## src/rtl/lkvc_pkg.sv

```systemverilog
// Package for the LRU key/value cache: geometry constants and the item types.
// No dependencies; used by lkvc_store and lru_key_value_cache.
package lkvc_pkg;

  localparam int unsigned CAPACITY = 16;
  localparam int unsigned IDX_W    = (CAPACITY > 1) ? $clog2(CAPACITY) : 1;
  localparam int unsigned CNT_W    = $clog2(CAPACITY + 1);
  localparam int unsigned KEY_W    = 32;
  localparam int unsigned VAL_W    = 32;
  localparam int unsigned CFG_W    = 5;

  localparam logic [CFG_W-1:0]        CAP_RESET  = CFG_W'(16);
  localparam logic signed [VAL_W-1:0] MISS_VALUE = -32'sd1;

  typedef enum logic {
    CMD_GET = 1'b0,
    CMD_PUT = 1'b1
  } cmd_e;

  typedef struct packed {
    cmd_e                    command;
    logic signed [KEY_W-1:0] lookup_key;
    logic signed [VAL_W-1:0] write_value;
  } in_item_t;

  typedef struct packed {
    logic                    found;
    logic signed [VAL_W-1:0] read_value;
    logic                    evicted;
  } out_item_t;

  // Request from the handshake stage to the store
  typedef struct packed {
    logic             fire;
    logic [CNT_W-1:0] cap;
    in_item_t         item;
  } store_req_t;

endpackage

```

## src/rtl/lkvc_store.sv

```systemverilog
// Entry store of the LRU cache: keys, values, valid bits, recency ranks, fill count.
// Parallel, combinational key match, rank update, eviction, insertion. Uses lkvc_pkg.
module lkvc_store (
  input  logic                   clk_i,
  input  logic                   rst_ni,
  input  lkvc_pkg::store_req_t   req_i,
  output lkvc_pkg::out_item_t    rsp_o
);
  import lkvc_pkg::*;

  logic [KEY_W-1:0] key_q   [CAPACITY];
  logic [VAL_W-1:0] value_q [CAPACITY];
  logic [CAPACITY-1:0] valid_q, valid_d;
  logic [IDX_W-1:0] rank_q [CAPACITY];
  logic [IDX_W-1:0] rank_d [CAPACITY];
  logic [CNT_W-1:0] count_q, count_d, count_mid;

  logic             hit;
  logic [IDX_W-1:0] hit_idx;
  logic [IDX_W-1:0] hit_rank;
  logic             evict_found;
  logic [IDX_W-1:0] evict_idx;
  logic             do_evict;
  logic             free_found;
  logic [IDX_W-1:0] free_idx;
  logic             wr_en;
  logic             wr_key_en;
  logic [IDX_W-1:0] wr_idx;

  always_comb begin
    hit         = 1'b0;
    hit_idx     = '0;
    evict_found = 1'b0;
    evict_idx   = '0;
    for (int i = 0; i < CAPACITY; i++) begin
      if (valid_q[i] && key_q[i] == req_i.item.lookup_key) begin
        hit     = 1'b1;
        hit_idx = IDX_W'(i);
      end
      // least recent entry carries rank count-1
      if (!evict_found && valid_q[i] && count_q != '0 &&
          CNT_W'(rank_q[i]) == count_q - CNT_W'(1)) begin
        evict_found = 1'b1;
        evict_idx   = IDX_W'(i);
      end
    end
    hit_rank = rank_q[hit_idx];
  end

  always_comb begin
    valid_d    = valid_q;
    rank_d     = rank_q;
    count_d    = count_q;
    count_mid  = count_q;
    do_evict   = 1'b0;
    free_found = 1'b0;
    free_idx   = '0;
    wr_en      = 1'b0;
    wr_key_en  = 1'b0;
    wr_idx     = hit_idx;

    if (req_i.fire) begin
      if (hit) begin
        // move to front: entries more recent than it fall back one place
        for (int i = 0; i < CAPACITY; i++) begin
          if (valid_q[i] && rank_q[i] < hit_rank) begin
            rank_d[i] = rank_q[i] + IDX_W'(1);
          end
        end
        rank_d[hit_idx] = '0;
        wr_en = (req_i.item.command == CMD_PUT);
      end else if (req_i.item.command == CMD_PUT) begin
        do_evict = (count_q >= req_i.cap) && evict_found;
        if (do_evict) begin
          valid_d[evict_idx] = 1'b0;
          rank_d[evict_idx]  = '0;
        end
        count_mid = count_q - CNT_W'(do_evict);
        for (int i = 0; i < CAPACITY; i++) begin
          if (!free_found && !valid_d[i]) begin
            free_found = 1'b1;
            free_idx   = IDX_W'(i);
          end
        end
        count_d = count_mid;
        if (req_i.cap != '0 && 32'(count_mid) < 32'(CAPACITY) && free_found) begin
          for (int i = 0; i < CAPACITY; i++) begin
            if (valid_d[i]) begin
              rank_d[i] = rank_d[i] + IDX_W'(1);
            end
          end
          valid_d[free_idx] = 1'b1;
          rank_d[free_idx]  = '0;
          count_d   = count_mid + CNT_W'(1);
          wr_en     = 1'b1;
          wr_key_en = 1'b1;
          wr_idx    = free_idx;
        end
      end
    end
  end

  always_comb begin
    rsp_o.found   = hit;
    rsp_o.evicted = do_evict;
    if (req_i.item.command == CMD_PUT) begin
      rsp_o.read_value = '0;
    end else if (hit) begin
      rsp_o.read_value = value_q[hit_idx];
    end else begin
      rsp_o.read_value = MISS_VALUE;
    end
  end

  always_ff @(posedge clk_i or negedge rst_ni) begin
    if (!rst_ni) begin
      valid_q <= '0;
      count_q <= '0;
      for (int i = 0; i < CAPACITY; i++) begin
        rank_q[i] <= '0;
      end
    end else begin
      valid_q <= valid_d;
      count_q <= count_d;
      rank_q  <= rank_d;
    end
  end

  always_ff @(posedge clk_i) begin
    if (wr_en) begin
      value_q[wr_idx] <= req_i.item.write_value;
    end
    if (wr_key_en) begin
      key_q[wr_idx] <= req_i.item.lookup_key;
    end
  end

endmodule

```

## src/rtl/lru_key_value_cache.sv

```systemverilog
// Fully associative key/value cache with least-recently-used replacement.
// Result path: the input item is registered in in_item_q, then the store response is registered in out_item_q.
// Throughput: one item per cycle while out_stall_i is low; the whole match and rank update is combinational against
// registered state in lkvc_store. Reset: cache empty, capacity register 16, no item held.
// Depends on lkvc_pkg and lkvc_store.
module lru_key_value_cache (
  input  logic                     clk_i,
  input  logic                     rst_ni,
  input  logic                     in_valid_i,
  output logic                     in_stall_o,
  input  lkvc_pkg::in_item_t       in_item_i,
  output logic                     out_valid_o,
  input  logic                     out_stall_i,
  output lkvc_pkg::out_item_t      out_item_o,
  input  logic                     cfg_valid_i,
  output logic                     cfg_ready_o,
  input  logic [lkvc_pkg::CFG_W-1:0] cfg_data_i
);
  import lkvc_pkg::*;

  logic             cap_cfg_en;
  logic [CFG_W-1:0] cap_q;
  logic [CNT_W-1:0] cap_eff;
  logic             in_vld_q;
  in_item_t         in_item_q;
  logic             out_vld_q;
  out_item_t        out_item_q;
  logic             res_ready;
  store_req_t       req;
  out_item_t        rsp;

  assign cfg_ready_o = 1'b1;
  assign cap_cfg_en  = cfg_valid_i && cfg_ready_o;

  // saturate to the physical entry count
  assign cap_eff = (32'(cap_q) > 32'(CAPACITY)) ? CNT_W'(CAPACITY) : CNT_W'(cap_q);

  assign res_ready  = !out_vld_q || !out_stall_i;
  assign in_stall_o = in_vld_q && !res_ready;

  assign req.fire = in_vld_q && res_ready;
  assign req.cap  = cap_eff;
  assign req.item = in_item_q;

  lkvc_store u_store (
    .clk_i  (clk_i),
    .rst_ni (rst_ni),
    .req_i  (req),
    .rsp_o  (rsp)
  );

  always_ff @(posedge clk_i or negedge rst_ni) begin
    if (!rst_ni) begin
      cap_q     <= CAP_RESET;
      in_vld_q  <= 1'b0;
      out_vld_q <= 1'b0;
    end else begin
      if (cap_cfg_en) begin
        cap_q <= cfg_data_i;
      end
      if (!in_stall_o) begin
        in_vld_q <= in_valid_i;
      end
      if (res_ready) begin
        out_vld_q <= in_vld_q;
      end
    end
  end

  always_ff @(posedge clk_i) begin
    if (in_valid_i && !in_stall_o) begin
      in_item_q <= in_item_i;
    end
    if (req.fire) begin
      out_item_q <= rsp;
    end
  end

  assign out_valid_o = out_vld_q;
  assign out_item_o  = out_item_q;

endmodule

```

## config.mk

```make
export PLATFORM = sky130hd
export DESIGN_NAME = lru_key_value_cache
export DESIGN_NICKNAME = d
export VERILOG_FILES = /design/src/rtl/lkvc_pkg.sv /design/src/rtl/lkvc_store.sv /design/src/rtl/lru_key_value_cache.sv
export SDC_FILE = /design/constraint.sdc
export NUM_CORES = 2
export LEC_CHECK = 0
export BUFFER_PORTS_ARGS = -buffer_cell sky130_fd_sc_hd__buf_2
export CELL_PAD_IN_SITES_DETAIL_PLACEMENT = 1
export CELL_PAD_IN_SITES_GLOBAL_PLACEMENT = 2
export CORE_MARGIN = 2
export CORE_UTILIZATION = 40
export CTS_CLUSTER_SIZE = 14
export DETAILED_ROUTE_END_ITERATION = 10
export PLACE_DENSITY = 0.83
export SKIP_CTS_REPAIR_TIMING = 1
export SYNTH_ARGS = -nofsm -noshare
export SYNTH_HDL_FRONTEND = slang
export SYNTH_HIERARCHICAL = 1
export SYNTH_SLANG_ARGS = --single-unit
```

## constraint.sdc

```tcl
create_clock -name clk_i -period 9.3 [get_ports clk_i]
set_input_delay 0.465 -clock clk_i [delete_from_list [all_inputs] [get_ports clk_i]]
set_output_delay 0.465 -clock clk_i [all_outputs]
set_load 0.1 [all_outputs]
```

# ---- Yosys cells after proc, flatten, opt, wreduce, memory -nomap -nowiden
# Memories as Yosys holds them, arrays and structs flattened.
# Index checks and enable logic that the tools add are counted.
# Widths: inputs -> output; s select.
dict set report word_totals {
  regBits 191
  ram_bits 1024
  out_inout_bits 37
  elab_cells 614
  memories 2
}
# memory words width rd rd_ports_with_merged_regs write_ports line
set mem_list {}
lappend mem_list {u_store.key_q 16 32 16 0 1 lkvc_store.sv:11} ;# logic [KEY_W-1:0] key_q [CAPACITY];
lappend mem_list {u_store.value_q 16 32 1 0 1 lkvc_store.sv:12} ;# logic [VAL_W-1:0] value_q [CAPACITY];
dict set report op_classes {
  add_sub_neg 35
  magnitude_cmp 29
  eq_ne 32
  n_mux 314
  n_bitwise 14
  reduce_logical 161
}
# operator n
set op_table {}
lappend op_table {{$mux 4} 164}
lappend op_table {{$eq 32x32->1} 16}
lappend op_table {{$mux 64} 7}
lappend op_table {{$and 64x64->64} 3}
lappend op_table {{$not 64->64} 3}
lappend op_table {{$add 4x1->4 const B} 32}
lappend op_table {{$mux 1} 111}
lappend op_table {{$logic_and 1x1->1} 105}
lappend op_table {{$eq 4x5->1} 16}
lappend op_table {{$mux 16} 5}
lappend op_table {{$lt 4x4->1} 16}
lappend op_table {{$logic_not 1->1} 49}
lappend op_table {{$demux 4 s4} 3}
lappend op_table {{$mux 3} 12}
lappend op_table {{$mux 32} 1}
lappend op_table {{$and 16x16->16} 1}
lappend op_table {{$bmux 4 s4} 1}
lappend op_table {{$not 16->16} 1}
lappend op_table {{$or 16x16->16} 1}
lappend op_table {{$ge 5x5->1 const B} 3}
lappend op_table {{$lt 5x1->1 const B} 3}
lappend op_table {{$not 4->5} 3}
lappend op_table {{$mux 2} 6}
lappend op_table {{$lt 4x5->1 const B} 2}
lappend op_table {{16 further kinds} 21}

# ---- Depth between registers and ports, before layout
dict set report depth {
  word_depth 193
  mapped_depth 27
  depth_no_buf 22
}

# ---- Modules after synthesis
# Netlist, hierarchy kept.
# mod instances cells_per_inst area_per_inst_um2
set by_module_without_submodules {}
lappend by_module_without_submodules {lkvc_store 1 4341 54906.4}
lappend by_module_without_submodules {lru_key_value_cache 1 124 3281.9}

# ---- Worst setup path after synthesis
# OpenSTA, ideal clock, no wires.
dict set report synth_timing {
  kind {reg2reg}
  start {reg u_store.count_q[0]}
  end {mem u_store.value_q[9][0] (enable)}
  setup_time_ns 0.421
  t_arrival_ns 6.114
  required_ns 8.879
  setup_slack_ns 2.765
  stages_incl_launch_ff 27
  path_buffers 6
  path_cell_list {dfrtp_1 -> buf_6 -> buf_2 -> inv_1 -> ha_1 -> buf_6 -> nor3b_2 -> xor2_1 -> buf_4 -> nor3_1 -> or4_1 -> buf_2 -> nor2_1 -> a31oi_1 -> ha_1 -> ha_1 -> and3_1 -> or2_2 -> o21a_1 -> nand2_1 -> a21o_1 -> buf_2 -> a31oi_1 -> nor2_2 -> nor3b_1 -> nand2_1 -> nor2_1}
}
dict set report synth_via {
  elab_chain_cells 190
  elab_cells_between_ends 265
}
# item line
set synth_lines {}
lappend synth_lines {{from (decl)} lkvc_store.sv:16} ;# logic [CNT_W-1:0] count_q, count_d, count_mid;
lappend synth_lines {{from (signal assigned)} lkvc_store.sv:124} ;# count_q <= count_d;
lappend synth_lines {{$sub 5x1->5 or $reduce_bool 5->1 (tied branches)} {lkvc_store.sv:42, lkvc_store.sv:41}}
lappend synth_lines {{$eq 4x5->1 or $logic_and 1x1->1 (tied branches)} {lkvc_store.sv:42, lkvc_store.sv:41}}
lappend synth_lines {{$logic_and 1x1->1} lkvc_store.sv:41} ;# if (!evict_found && valid_q[i] && count_q != '0 &&
lappend synth_lines {{$mux 1} lkvc_store.sv:41}
lappend synth_lines {{$logic_not 1->1} lkvc_store.sv:41}
lappend synth_lines {{$logic_and 1x1->1 (3 in series)} lkvc_store.sv:41}
lappend synth_lines {{$mux 1} lkvc_store.sv:41}
lappend synth_lines {{$logic_not 1->1} lkvc_store.sv:41}
lappend synth_lines {{[172 not listed]} -}
lappend synth_lines {{$mux 1} lkvc_store.sv:62} ;# if (req_i.fire) begin
lappend synth_lines {{$logic_and 1x1->1} lkvc_store.sv:86} ;# if (req_i.cap != '0 && 32'(count_mid) < 32'(CAPACITY) && free_found) begin
lappend synth_lines {{$mux 1} lkvc_store.sv:86}
lappend synth_lines {{$mux 1} lkvc_store.sv:72} ;# end else if (req_i.item.command == CMD_PUT) begin
lappend synth_lines {{$mux 1} lkvc_store.sv:63} ;# if (hit) begin
lappend synth_lines {{$mux 1} lkvc_store.sv:62}
lappend synth_lines {{$mux 1} lkvc_store.sv:130} ;# if (wr_en) begin
lappend synth_lines {{$mux 1 (implied by the code)} lkvc_store.sv:131} ;# value_q[wr_idx] <= req_i.item.write_value;
lappend synth_lines {{to (decl)} lkvc_store.sv:12}
# Several ways; a longest one is shown, not always the timed one. The select of a mux whose other input is x is not followed.

# ---- Worst setup path after layout
dict set report layout_timing {
  start {reg u_store.count_q[0]}
  end {mem u_store.value_q[7][3] (enable)}
}
# Same word-level chain as after synthesis.

==> summary.md <==
| Metric | Value |
|---|---|
| CP Class | flip-flop to flip-flop |
| Most common cell in the netlist | edfxtp_1 |
| Yosys Warn Count | 6 |
| Seq/Total Area, Yosys | 61.9% |
| Largest net degree at the start of global routing | 132 |
| Clk sinks | 1215 |
| Final Cycle Share | 85.1% |
| Final HPWL DP | 118000 um |
| RSZ-0062 raised after global routing | false |
| Core area | 144000 um2 |
| Final hold slack | 0.0352 ns |
| Routability cong. | 0.947 |
| Total Power | 14.2 mW |
| Status | finished, violations left |
| First DRT Iteration DRCs | 3907 |
| Register area | 36000 um2 |
| Main synth FF type | edfxtp_1 |
| Data arrival time of the worst path | 8.38 ns |
| Worst skew pair latency | 0.79 ns |
| Relative slew slack | 0.986% |
| Least-Margin Pin Slew | 1.47 ns |
| Fin Setup TNS | 0 ns |
| Antenna violations before repair | 6 |
| P&R area growth vs syn | 14.1% |
| Initial core utilization | 40.4% |
| Post-synth net total | 4629 |
| Final #Nets | 4834 |
| Max Fclk | 126 MHz |
| Avg WL per Cell | 28.2 um |
| Violated checks | capacitance limit |
| Number of synthesized flops with an enable pin | 1123 |
| Final Setup Violations | 0 |
| Worst min path class | primary input to flip-flop |
| Vias in the first global route | 41400 |
| R2R depth | 23 |
| FF-to-FF Start | u_store/count_q[0] |
| # rows | 139 |
| Top cells by area in the synthesized netlist | edfxtp_1, xor2_1, dfrtp_1 |
| # port buffers | 110 |
| Final Hold Violating Endpoints | 0 |
| Final min period | 7.92 ns |
| Total of max-cap violations | 1 |
| Worst setup EP type | flip-flop |
| Worst VDD drop | 0.159 mV |
| Fill count | 14700 |
| Post-route DRC | 0 |
| Clock buffer depth | 3 |
| Number of distinct library cells after synthesis | 113 |
| Via count | 40000 |
| Syn avg cell area | 13.0 um2 |
| Hold Path Origin | cfg_valid_i |
| Initial DRT Pass Iterations | 6 |
| Hold path depth | 2 |
| Final Routed Wirelength | 189000 um |
| Inst Count DP | 6364 |
| Layout cells sized above 1 | 13.8% |
| Leakage | 22.9 nW |
| # diodes | 0 |
| GRT Residual Overflow | 0 |
| Mapped Area | 58200 um2 |
| Die Span Y | 385 um |
| CP startpoint | u_store/count_q[0] |
| Cell Pwr Density | 214 nW/um2 |
| Slew Viols, Final | 0 |
| I/O Pins | 112 |
| Share of the synthesized area in the top cell type | 58.0% |
| H-tree levels | 4 |
| Setup Skew | 0.0667 ns |
| DRT antenna net count | 0 |
| DIE WIDTH | 385 um |
| WP data required | 9.76 ns |
| CTS root buffer | clkbuf_16 |
| Crit Path Max Fanout | 21 |
| Area of the multi-input gates | 21000 um2 |
| Synth cell count leaders | edfxtp_1, xor2_1, nand2_1, a21oi_1, nor2_1 |
| Asr flop ratio synth | 7.57% |
| CTS tree | done |
| Die area | 149000 um2 |
| Worst setup SP type | flip-flop |
| Vias/cell | 5.99 |
| First-pass GRT wire length | 277000 um |
| Final cell count without fillers | 6682 |
| Clock slew at reported path FFs | 0.06 ns |
| CTS Buf Count | 134 |
| Post-synth top area cell | edfxtp_1 |
| GRT Overall Usage | 25.1% |
| Synth Instances | 4465 |
| #FFs+latches synth | 1215 |
-- worst max-delay path, stage by stage, from the launching register on --
cell     delay [ns]
dfrtp_1        0.32
buf_4          0.31
inv_1          0.14
ha_1           0.35
xnor2_2        0.81
xnor2_1        0.17
nor4_2         0.55
or4_1          0.41
nor2_1         0.09
a31oi_1        0.27
ha_1           0.22
ha_1           0.28
and3_1         0.21
or2_2          0.11
o21a_1         0.28
nand2_1        0.24
a21o_1         0.21
buf_4          0.24
a31oi_1        0.42
nor2_2         0.14
nor3_1         0.30
nand2_1        0.30
nor2_4         0.85
buf_4          0.36
-- flip-flops by register name, indices dropped and copies added, names as in the netlist, 5 cells and up --
signal / cells
u_store/count_q: 5
out_item_o: 34
u_store/value_q: 512
u_store/rank_q: 64
in_item_q: 65
cap_q: 5
u_store/valid_q: 16
u_store/key_q: 512
-- layout make-up --
| class | count | area share, % |
|---|---|---|
| sequential | 1215 | 54.2 |
| multi-input combinational | 2948 | 31.6 |
| clock buffer | 167 | 5.38 |
| tap | 1903 | 3.59 |
| timing repair buffer | 315 | 3.56 |
| clock inverter | 78 | 1.35 |
| inverter | 56 | 0.316 |
-- where the power goes --
group	switching, mW	internal, mW	total, mW
clock network	2.32	3.08	5.40
logic	1.54	0.824	2.37
registers	0.301	6.13	6.43
-- layout by cell type (no fill, tap or decap), drive strengths merged, types with 30 or more instances in the layout --
master and instances:
nand3 110, mux2i 147, nand4 91, clkbuf 167, o211ai 48, mux2 117
dfrtp 91, nor4 182, clkinv 56, xnor2 166, a31oi 35, ha 89
o21ai 161, nor3 78, a21o 36, nand2 324, and2 39, xor2 431
nor2 213, buf 242, edfxtp 1123, o31ai 30, or4 30, inv 61
a21oi 234, dlygate4sd3 73
-- metrics by stage --
step | setup slack [ns] | area (um2) | utilization, %
after CTS | 1.50 | 65700 | 45.6
after floorplan | 2.76 | 58200 | -
after global routing | 0.964 | 66400 | 46.1
final | 1.38 | 66400 | 46.1
after global placement | 1.76 | 61200 | 42.5
after detailed placement | 1.57 | 61200 | 42.5
-- routing by layer --
metal / share of wire, % / global-route usage (%) / routed length (um) / up-vias
li1: - / - / - / 17300
met1: 42 / 34.5 / 79900 / 20700
met2: 47 / 40.4 / 89000 / 1700
met3: 7.7 / 4.32 / 14500 / 355
met4: 2.8 / 8.03 / 5370 / 0
met5: 0 / 0 / 0 / -
-- cells by family after synthesis --
kind of cell | after synthesis | synth area share, %
muxes | 264 | 4.79
DFF | 1215 | 61.9
adders and majority gates | 89 | 1.91
xor gates and xnor gates | 602 | 9.23
buffers and inverters | 302 | 2.49
other | 1 | 0.00644
AOI/OAI and AO/OA | 732 | 8.20
and+or+nand+nor | 1260 | 11.4
-- final timing paths --
path	endpoint	slack [ns]
hold reg to reg	out_valid_o	0.49
min in group asynchronous	cap_q[1]	0.28
setup reg to reg	u_store/value_q[7][3]	1.38
setup / recovery	u_store/value_q[7][3]	1.38
max in group asynchronous	u_store/rank_q[0]	7.63
hold / removal	cap_q[4]	0.04
(Power assumes the default switching activity.)
